$ cat config.mk
export PLATFORM = sky130hd
export DESIGN_NAME = can_id_dispatch_hash_table
export DESIGN_NICKNAME = d
export VERILOG_FILES = /design/src/cidh_pkg.sv /design/src/can_id_dispatch_hash_table.sv /design/src/cidh_ctrl.sv /design/src/cidh_datapath.sv
export SDC_FILE = /design/constraint.sdc
export NUM_CORES = 1
export LEC_CHECK = 0
export BUFFER_PORTS_ARGS = -buffer_cell sky130_fd_sc_hd__buf_4
export CORE_MARGIN = 5
export CORE_UTILIZATION = 65
export DETAILED_ROUTE_END_ITERATION = 10
export PLACE_DENSITY_LB_ADDON = 0.1
export REMOVE_ABC_BUFFERS = 1
export SLEW_MARGIN = 20
export SYNTH_ARGS = -nofsm -noshare
export SYNTH_HDL_FRONTEND = slang
export SYNTH_SLANG_ARGS = --single-unit
export TNS_END_PERCENT = 30
$ cat constraint.sdc
create_clock -name clk -period 8.57 [get_ports clk]
set_clock_uncertainty 0.05 [all_clocks]
set_input_delay 0 -clock clk [delete_from_list [all_inputs] [get_ports clk]]
set_output_delay 0 -clock clk [all_outputs]
set_load 0.01 [all_outputs]
$ cat src/cidh_pkg.sv
package cidh_pkg;

  localparam int ID_W        = 11;
  localparam int HND_W       = 8;
  localparam int DATA_W      = 64;
  localparam int STATUS_W    = 3;
  localparam int SLOT_OUT_W  = 4;
  localparam int IN_TDATA_W  = 88;
  localparam int IN_TUSER_W  = 4;
  localparam int OUT_TDATA_W = 80;
  localparam int OUT_TUSER_W = 3;
  localparam int RECIP_SHIFT = 20;

  localparam logic [STATUS_W-1:0] ST_REGISTERED = 3'd0;
  localparam logic [STATUS_W-1:0] ST_FULL       = 3'd1;
  localparam logic [STATUS_W-1:0] ST_DELIVERED  = 3'd2;
  localparam logic [STATUS_W-1:0] ST_NO_MATCH   = 3'd3;
  localparam logic [STATUS_W-1:0] ST_NO_HANDLER = 3'd4;
  localparam logic [STATUS_W-1:0] ST_IGNORED    = 3'd5;

  localparam logic OP_REGISTER = 1'b0;
  localparam logic OP_DISPATCH = 1'b1;

  typedef struct packed {
    logic clear_step;
    logic capture;
    logic hash_mul;
    logic hash_mod;
    logic set_skip;
    logic probe_start;
    logic probe_step;
    logic load_out;
  } ctrl_cmd_t;

  typedef struct packed {
    logic clear_last;
    logic skip;
    logic probe_done;
    logic out_free;
  } ctrl_stat_t;

endpackage

$ cat src/can_id_dispatch_hash_table.sv
// CAN identifier dispatch table: per-bus open-addressing hash of standard
// identifiers to handler numbers, probed linearly from (id mod TABLE_SLOTS).
// Input stream s_axis: tuser selects register (cmd 0) or dispatch (cmd 1),
// the bus and the frame flags; tdata carries identifier, handler, payload.
// Output stream m_axis: one transaction per input, tuser is the status code,
// tdata carries the handler found, the slot and the forwarded payload.
// One item is in work at a time. An item probes k slots (1 to
// TABLE_SLOTS); from one input transaction to the next it passes through
// the hash (reciprocal multiply, then remainder), the issue of the first
// table read, a compare for each probed slot on the single table read
// port, and the load of the output register. Ignored frames and items
// for an absent bus skip the remainder, the first read and the probe.
// After reset the table valid marks are cleared by a pass over all
// BUS_COUNT * TABLE_SLOTS entries, one entry per cycle; s_axis_tready stays
// low until it ends. The output register holds a result while m_axis_tready
// is low; the next item is still accepted and worked on, and waits for the
// output register before its result is loaded.
module can_id_dispatch_hash_table #(
  parameter int TABLE_SLOTS = 16,
  parameter int BUS_COUNT   = 2
) (
  input  logic                             clk,
  input  logic                             rst,
  input  logic                             s_axis_tvalid,
  output logic                             s_axis_tready,
  // frame_id[10:0], handler[18:11], payload[82:19], zero[87:83]
  input  logic [cidh_pkg::IN_TDATA_W-1:0]  s_axis_tdata,
  // cmd[0], bus[1], is_extended[2], is_remote[3]
  input  logic [cidh_pkg::IN_TUSER_W-1:0]  s_axis_tuser,
  output logic                             m_axis_tvalid,
  input  logic                             m_axis_tready,
  // target_handler[7:0], slot_used[11:8], payload_out[75:12], zero[79:76]
  output logic [cidh_pkg::OUT_TDATA_W-1:0] m_axis_tdata,
  // status[2:0]
  output logic [cidh_pkg::OUT_TUSER_W-1:0] m_axis_tuser
);
  import cidh_pkg::*;

  ctrl_cmd_t  cmd;
  ctrl_stat_t stat;

  cidh_ctrl u_ctrl (
    .clk           (clk),
    .rst           (rst),
    .s_axis_tvalid (s_axis_tvalid),
    .s_axis_tready (s_axis_tready),
    .cmd           (cmd),
    .stat          (stat)
  );

  cidh_datapath #(
    .TABLE_SLOTS (TABLE_SLOTS),
    .BUS_COUNT   (BUS_COUNT)
  ) u_datapath (
    .clk           (clk),
    .rst           (rst),
    .s_axis_tdata  (s_axis_tdata),
    .s_axis_tuser  (s_axis_tuser),
    .m_axis_tvalid (m_axis_tvalid),
    .m_axis_tready (m_axis_tready),
    .m_axis_tdata  (m_axis_tdata),
    .m_axis_tuser  (m_axis_tuser),
    .cmd           (cmd),
    .stat          (stat)
  );

endmodule

$ cat src/cidh_ctrl.sv
module cidh_ctrl (
  input  logic                clk,
  input  logic                rst,
  input  logic                s_axis_tvalid,
  output logic                s_axis_tready,
  output cidh_pkg::ctrl_cmd_t cmd,
  input  cidh_pkg::ctrl_stat_t stat
);
  import cidh_pkg::*;

  typedef enum logic [6:0] {
    S_CLEAR       = 7'b0000001,
    S_IDLE        = 7'b0000010,
    S_HASH_MUL    = 7'b0000100,
    S_HASH_MOD    = 7'b0001000,
    S_PROBE_START = 7'b0010000,
    S_PROBE       = 7'b0100000,
    S_EMIT        = 7'b1000000
  } state_t;

  state_t state;
  state_t state_next;

  always_ff @(posedge clk) begin
    if (rst) begin
      state <= S_CLEAR;
    end else begin
      state <= state_next;
    end
  end

  assign s_axis_tready = (state == S_IDLE);

  always_comb begin
    state_next = state;
    cmd        = '0;
    case (state)
      S_CLEAR: begin
        cmd.clear_step = 1'b1;
        if (stat.clear_last) state_next = S_IDLE;
      end
      S_IDLE: begin
        if (s_axis_tvalid) begin
          cmd.capture = 1'b1;
          state_next  = S_HASH_MUL;
        end
      end
      S_HASH_MUL: begin
        cmd.hash_mul = 1'b1;
        if (stat.skip) begin
          cmd.set_skip = 1'b1;
          state_next   = S_EMIT;
        end else begin
          state_next = S_HASH_MOD;
        end
      end
      S_HASH_MOD: begin
        cmd.hash_mod = 1'b1;
        state_next   = S_PROBE_START;
      end
      S_PROBE_START: begin
        cmd.probe_start = 1'b1;
        state_next      = S_PROBE;
      end
      S_PROBE: begin
        cmd.probe_step = 1'b1;
        if (stat.probe_done) state_next = S_EMIT;
      end
      S_EMIT: begin
        if (stat.out_free) begin
          cmd.load_out = 1'b1;
          state_next   = S_IDLE;
        end
      end
      default: begin
        state_next = S_CLEAR;
      end
    endcase
  end

endmodule

$ cat src/cidh_datapath.sv
module cidh_datapath #(
  parameter int TABLE_SLOTS = 16,
  parameter int BUS_COUNT   = 2
) (
  input  logic                                clk,
  input  logic                                rst,
  input  logic [cidh_pkg::IN_TDATA_W-1:0]     s_axis_tdata,
  input  logic [cidh_pkg::IN_TUSER_W-1:0]     s_axis_tuser,
  output logic                                m_axis_tvalid,
  input  logic                                m_axis_tready,
  output logic [cidh_pkg::OUT_TDATA_W-1:0]    m_axis_tdata,
  output logic [cidh_pkg::OUT_TUSER_W-1:0]    m_axis_tuser,
  input  cidh_pkg::ctrl_cmd_t                 cmd,
  output cidh_pkg::ctrl_stat_t                stat
);
  import cidh_pkg::*;

  localparam int SLOT_W = (TABLE_SLOTS > 1) ? $clog2(TABLE_SLOTS) : 1;
  localparam int DEPTH  = BUS_COUNT * TABLE_SLOTS;
  localparam int ADDR_W = $clog2(DEPTH);
  localparam int RECIP  = (1 << RECIP_SHIFT) / TABLE_SLOTS;
  localparam int PROD_W = ID_W + RECIP_SHIFT;
  localparam int MOD_W  = ID_W + SLOT_W + 1;
  localparam int ENT_W  = 1 + ID_W + HND_W;

  logic              op_r;
  logic              bus_r;
  logic [ID_W-1:0]   id_r;
  logic [HND_W-1:0]  hnd_r;
  logic              ext_r;
  logic              rtr_r;
  logic [DATA_W-1:0] payload_r;

  logic [PROD_W-1:0] prod_r;
  logic [SLOT_W-1:0] cmp_slot;
  logic [SLOT_W-1:0] cnt;
  logic [ADDR_W-1:0] clr_addr;

  logic [ENT_W-1:0]  mem [DEPTH];
  logic [ENT_W-1:0]  mem_q;

  logic [STATUS_W-1:0]   res_status;
  logic [HND_W-1:0]      res_hnd;
  logic [SLOT_OUT_W-1:0] res_slot;
  logic                  res_deliver;

  logic [ID_W-1:0]   quot;
  logic [MOD_W-1:0]  qt;
  logic [MOD_W-1:0]  diff;
  logic [MOD_W-1:0]  rem;
  logic [SLOT_W-1:0] next_slot;
  logic [ADDR_W-1:0] base;
  logic [ADDR_W-1:0] rd_addr;
  logic [ADDR_W-1:0] slot_addr;
  logic              we;
  logic [ADDR_W-1:0] wa;
  logic [ENT_W-1:0]  wd;

  logic              ent_valid;
  logic [ID_W-1:0]   ent_id;
  logic [HND_W-1:0]  ent_hnd;
  logic              id_eq;
  logic              last_probe;
  logic              reg_hit;
  logic              bus_absent;
  logic [SLOT_W+SLOT_OUT_W-1:0] slot_ext;

  assign bus_absent = !(int'(bus_r) < BUS_COUNT);
  assign base       = ADDR_W'(int'(bus_r) * TABLE_SLOTS);

  assign quot = prod_r[PROD_W-1:RECIP_SHIFT];
  assign qt   = MOD_W'(quot) * MOD_W'(TABLE_SLOTS);
  assign diff = MOD_W'(id_r) - qt;
  assign rem  = (diff >= MOD_W'(TABLE_SLOTS)) ? diff - MOD_W'(TABLE_SLOTS) : diff;

  assign next_slot = (cmp_slot == SLOT_W'(TABLE_SLOTS - 1)) ? '0 : cmp_slot + 1'b1;
  assign slot_addr = base + ADDR_W'(cmp_slot);
  assign rd_addr   = base + ADDR_W'(cmd.probe_step ? next_slot : cmp_slot);

  assign ent_valid  = mem_q[ENT_W-1];
  assign ent_id     = mem_q[HND_W +: ID_W];
  assign ent_hnd    = mem_q[HND_W-1:0];
  assign id_eq      = (ent_id == id_r);
  assign last_probe = (cnt == SLOT_W'(TABLE_SLOTS - 1));
  assign reg_hit    = (op_r == OP_REGISTER) && (!ent_valid || id_eq);
  assign slot_ext   = {{SLOT_OUT_W{1'b0}}, cmp_slot};

  assign we = cmd.clear_step || (cmd.probe_step && reg_hit);
  assign wa = cmd.clear_step ? clr_addr : slot_addr;
  assign wd = cmd.clear_step ? '0 : {1'b1, id_r, hnd_r};

  assign stat.clear_last = (clr_addr == ADDR_W'(DEPTH - 1));
  assign stat.skip       = bus_absent || ((op_r == OP_DISPATCH) && (ext_r || rtr_r));
  assign stat.probe_done = !ent_valid || id_eq || last_probe;
  assign stat.out_free   = !m_axis_tvalid || m_axis_tready;

  always_ff @(posedge clk) begin
    if (we) mem[wa] <= wd;
    mem_q <= mem[rd_addr];
  end

  always_ff @(posedge clk) begin
    if (rst) begin
      clr_addr <= '0;
    end else if (cmd.clear_step) begin
      clr_addr <= clr_addr + 1'b1;
    end
  end

  always_ff @(posedge clk) begin
    if (cmd.capture) begin
      op_r      <= s_axis_tuser[0];
      bus_r     <= s_axis_tuser[1];
      ext_r     <= s_axis_tuser[2];
      rtr_r     <= s_axis_tuser[3];
      id_r      <= s_axis_tdata[ID_W-1:0];
      hnd_r     <= s_axis_tdata[ID_W +: HND_W];
      payload_r <= s_axis_tdata[ID_W+HND_W +: DATA_W];
    end
    if (cmd.hash_mul) prod_r <= PROD_W'(id_r) * PROD_W'(RECIP);
    if (cmd.hash_mod) cmp_slot <= SLOT_W'(rem);
    if (cmd.probe_start) cnt <= '0;
    if (cmd.probe_step && !stat.probe_done) begin
      cmp_slot <= next_slot;
      cnt      <= cnt + 1'b1;
    end
  end

  always_ff @(posedge clk) begin
    if (cmd.set_skip) begin
      res_status  <= (op_r == OP_DISPATCH) ? ST_IGNORED : ST_FULL;
      res_hnd     <= '0;
      res_slot    <= '0;
      res_deliver <= 1'b0;
    end else if (cmd.probe_step && stat.probe_done) begin
      res_hnd     <= '0;
      res_slot    <= '0;
      res_deliver <= 1'b0;
      if (op_r == OP_REGISTER) begin
        if (reg_hit) begin
          res_status <= ST_REGISTERED;
          res_slot   <= slot_ext[SLOT_OUT_W-1:0];
        end else begin
          res_status <= ST_FULL;
        end
      end else if (ent_valid && id_eq) begin
        res_slot <= slot_ext[SLOT_OUT_W-1:0];
        if (ent_hnd != '0) begin
          res_status  <= ST_DELIVERED;
          res_hnd     <= ent_hnd;
          res_deliver <= 1'b1;
        end else begin
          res_status <= ST_NO_HANDLER;
        end
      end else begin
        res_status <= ST_NO_MATCH;
      end
    end
  end

  always_ff @(posedge clk) begin
    if (rst) begin
      m_axis_tvalid <= 1'b0;
    end else if (cmd.load_out) begin
      m_axis_tvalid <= 1'b1;
    end else if (m_axis_tready) begin
      m_axis_tvalid <= 1'b0;
    end
  end

  always_ff @(posedge clk) begin
    if (cmd.load_out) begin
      m_axis_tuser <= res_status;
      m_axis_tdata <= {
        {(OUT_TDATA_W - DATA_W - SLOT_OUT_W - HND_W){1'b0}},
        (res_deliver ? payload_r : {DATA_W{1'b0}}),
        res_slot,
        res_hnd
      };
    end
  end

endmodule

==> metrics.txt <==
ys flop type=edfxtp_1; Port Buffers=171; netlist area before placement=32570 um2; CP Cell Sequence=or4_1, nor4b_4, buf_4, mux2i_1, nand4_1, nor2_4; Synth area leader=edfxtp_1; FF+latch count, synth=~860; # fillers=~2700; vias per cell=6.254; post-synthesis mux area share=7.541%; synth warn=0; CTS tree=built; final period utilization=just over 50%; synth cell count leaders=edfxtp_1, nand2_1, a21oi_1; Tmin final=4.412 ns; TNS Setup=0 ns; CP Capture Type=flip-flop; met2 routed WL=36620 um; nets=2204; H-tree levels=3; largest net degree at the start of global routing=80; area taken by multi-input logic gates=6843 um2; DRC Markers=0; most common cell in the synthesized netlist=edfxtp_1; status=finished, final reports clean; buffer count from post-CTS setup fixing=0; Fmax achieved=0.2267 GHz; Final Cell Area=a little under 40000 um2; Simple-Gate Fraction of Synth Area=5.905%; DP HPWL=around 42000 um; CTS Buf Count=83; worst skew pair latency=0.63 ns; DR WL/cell=25.87 um; Synth top area share=75.33%; GRT Util Overall=27.14%; die span in x=233.8 um; DP Area=roughly 35000 um2; Crit-path slowest cell=nor2_4; CP required=8.76 ns; crit path max fanout=38; largest family of logic cells by synthesized area=multiplexers; Max-Cap Viols=0; final setup fails=0; Top Ports=181; Post-CTS Resized=0; unrepaired setup endpoints after global routing=no; top post-synthesis cells by area=edfxtp_1, mux4_2, dfxtp_1; Mapped Cells=1801; Cell variety after synth=66; Peak VDD IR=0.2681 mV; startpoint types=flip-flop; WL final=73620 um; PwrDens=286.2 nW/um2; Post-DRT Antenna Nets=0; via count=roughly 18000; critical path class=reg -> reg; final hold vios=0; grt ovf=0; first-pass GRT wire length=about 110000 um; initial DRC count=1955; Area growth syn-to-layout=18.05%; Clock Sinks=approximately 860; post-synthesis adder-cell area fraction=less than 1%; Slew Limit Fails=0; routability cong.=~0.85; Leak Pwr=13.35 nW; layout cells sized above 1=22.83%; starting density of the core=65.32%; first-pass iteration count of the detailed router=5; worst path arrival time=4.60 ns; worst slew pin tran=1.062 ns; Core Rows=82; Hold Crit Class=in -> reg; CP bufs+invs=1; ys async rst share=0%; Slew HR=a little under 30%; M1 WL=28810 um; sequential element share of the synthesized area=78.16%; number of flops mapped to enable cells by yosys=817; Compound-Gate Fraction of Synth Area=5.970%; clock buffer depth=3; clock slew seen by the registers of the worst setup and hold paths=0.06 ns; core box area=49860 um2; wire length on met3=6416 um; Post-Syn Area per Cell=18.08 um2; Synth Area in XOR/XNOR=0.5109%; die area=54680 um2; antenna violations before repair=1; Clock Tree Root=clkbuf_16; top sig layer=met4; Register Area=25450 um2; die height=~230 um; delay-heaviest family, CP=simple AND/OR/NAND/NOR gates; vias in the first global route=18110; CP max stage delay=0.83 ns
[state kept, by name, summed over array words and instances, names as in the netlist]
register,cells
u_ctrl.state,7
u_datapath.cnt,4
u_datapath.res_slot,4
u_datapath.id_r,11
u_datapath.res_hnd,8
u_datapath.mem_q,20
u_datapath.cmp_slot,4
u_datapath.res_status,3
u_datapath.res_deliver,1
u_datapath.hnd_r,8
u_datapath.m_axis_tdata,76
u_datapath.clr_addr,5
u_datapath.mem,640
u_datapath.m_axis_tuser,3
u_datapath.op_r,1
u_datapath.payload_r,64
u_datapath.rtr_r,1
u_datapath.ext_r,1
u_datapath.m_axis_tvalid,1
u_datapath.bus_r,1
[kinds of logic (layout without fill, tap and decap cells)]
| family | Yosys count | in the layout |
|---|---|---|
| DFF | 863 | 863 |
| other | 1 | 5 |
| and+or+nand+nor | 382 | 382 |
| AOI/OAI and AO/OA | 290 | 290 |
| adders and majority gates | 4 | 4 |
| xor gates and xnor gates | 19 | 19 |
| buffers and inverters | 103 | 472 |
| muxes | 139 | 139 |
[final cells by class]
type | instances | share of cell area (%)
antenna | 1 | 0.006509
clock buffer | 108 | 5.757
clock inverter | 46 | 1.308
inverter | 7 | 0.06834
multi-input combinational | 838 | 17.80
sequential | 863 | 66.20
tap | 672 | 2.187
timing repair buffer | 311 | 6.671
[metrics by stage]
stage,total power [mW],cells,worst slack [ns],utilization (%),hold slack (ns)
3_5_place_dp,7.340,2599,3.809,69.66,0.1293
6_report,11.01,2846,4.158,77.11,0.03901
5_1_grt,11.37,2846,3.937,77.11,0.02457
2_1_floorplan,6.585,1708,1.948,-,0.01907
4_1_cts,10.98,2845,3.759,76.95,0.0004741
3_3_place_gp,7.228,2599,3.864,69.60,0.1278
[report_power, final]
part | total (mW) | leakage (nW) | switching (mW) | internal, mW
combinational | 1.62 | 4.01 | 1.32 | 0.303
clock | 3.65 | 1.31 | 1.52 | 2.13
sequential | 5.74 | 8.04 | 0.104 | 5.64
total | 11.0 | 13.4 | 2.94 | 8.07
[worst paths after layout]
kind | cells after the start | slack, ns | startpoint | end
setup / recovery | 6 | 4.16 | u_ctrl.state[3]$_SDFFE_PP0P_ | u_datapath.mem[21][15]$_DFFE_PP_
hold / removal | 2 | 0.04 | s_axis_tdata[73] | u_datapath.payload_r[54]$_DFFE_PP_
setup reg to reg | 6 | 4.16 | u_ctrl.state[3]$_SDFFE_PP0P_ | u_datapath.mem[21][15]$_DFFE_PP_
hold reg to reg | 0 | 0.38 | u_datapath.res_status[0]$_SDFFCE_PP1P_ | u_datapath.m_axis_tuser[0]$_DFFE_PP_
[timing repair]
action,CTS,global route
hold buffers,92,0
setup endpoints to repair,0,0
hold endpoints to repair,131,0
[cells in the final DEF, fill, tap and decap left out, types with 18 or more instances in the layout]
| master | count |
|---|---|
| mux2i_1 | 43 |
| buf_4 | 219 |
| a221o_1 | 36 |
| mux4_2 | 84 |
| dlygate4sd3_1 | 92 |
| clkbuf_1 | 23 |
| o22ai_1 | 44 |
| edfxtp_1 | 817 |
| nand3_1 | 18 |
| nor3_1 | 21 |
| clkbuf_16 | 85 |
| a21oi_1 | 98 |
| dfxtp_1 | 46 |
| nor2_2 | 27 |
| nor2_1 | 25 |
| and2_1 | 67 |
| nor2b_4 | 19 |
| nand2_1 | 129 |
[layer usage]
metal | vias to the layer above | GRT usage [%]
met5 | - | 0
met4 | 0 | 8.295
li1 | 7746 | -
met2 | 885 | 44.52
met1 | 9035 | 38.39
met3 | 132 | 4.734
(Power assumes the default switching activity.)
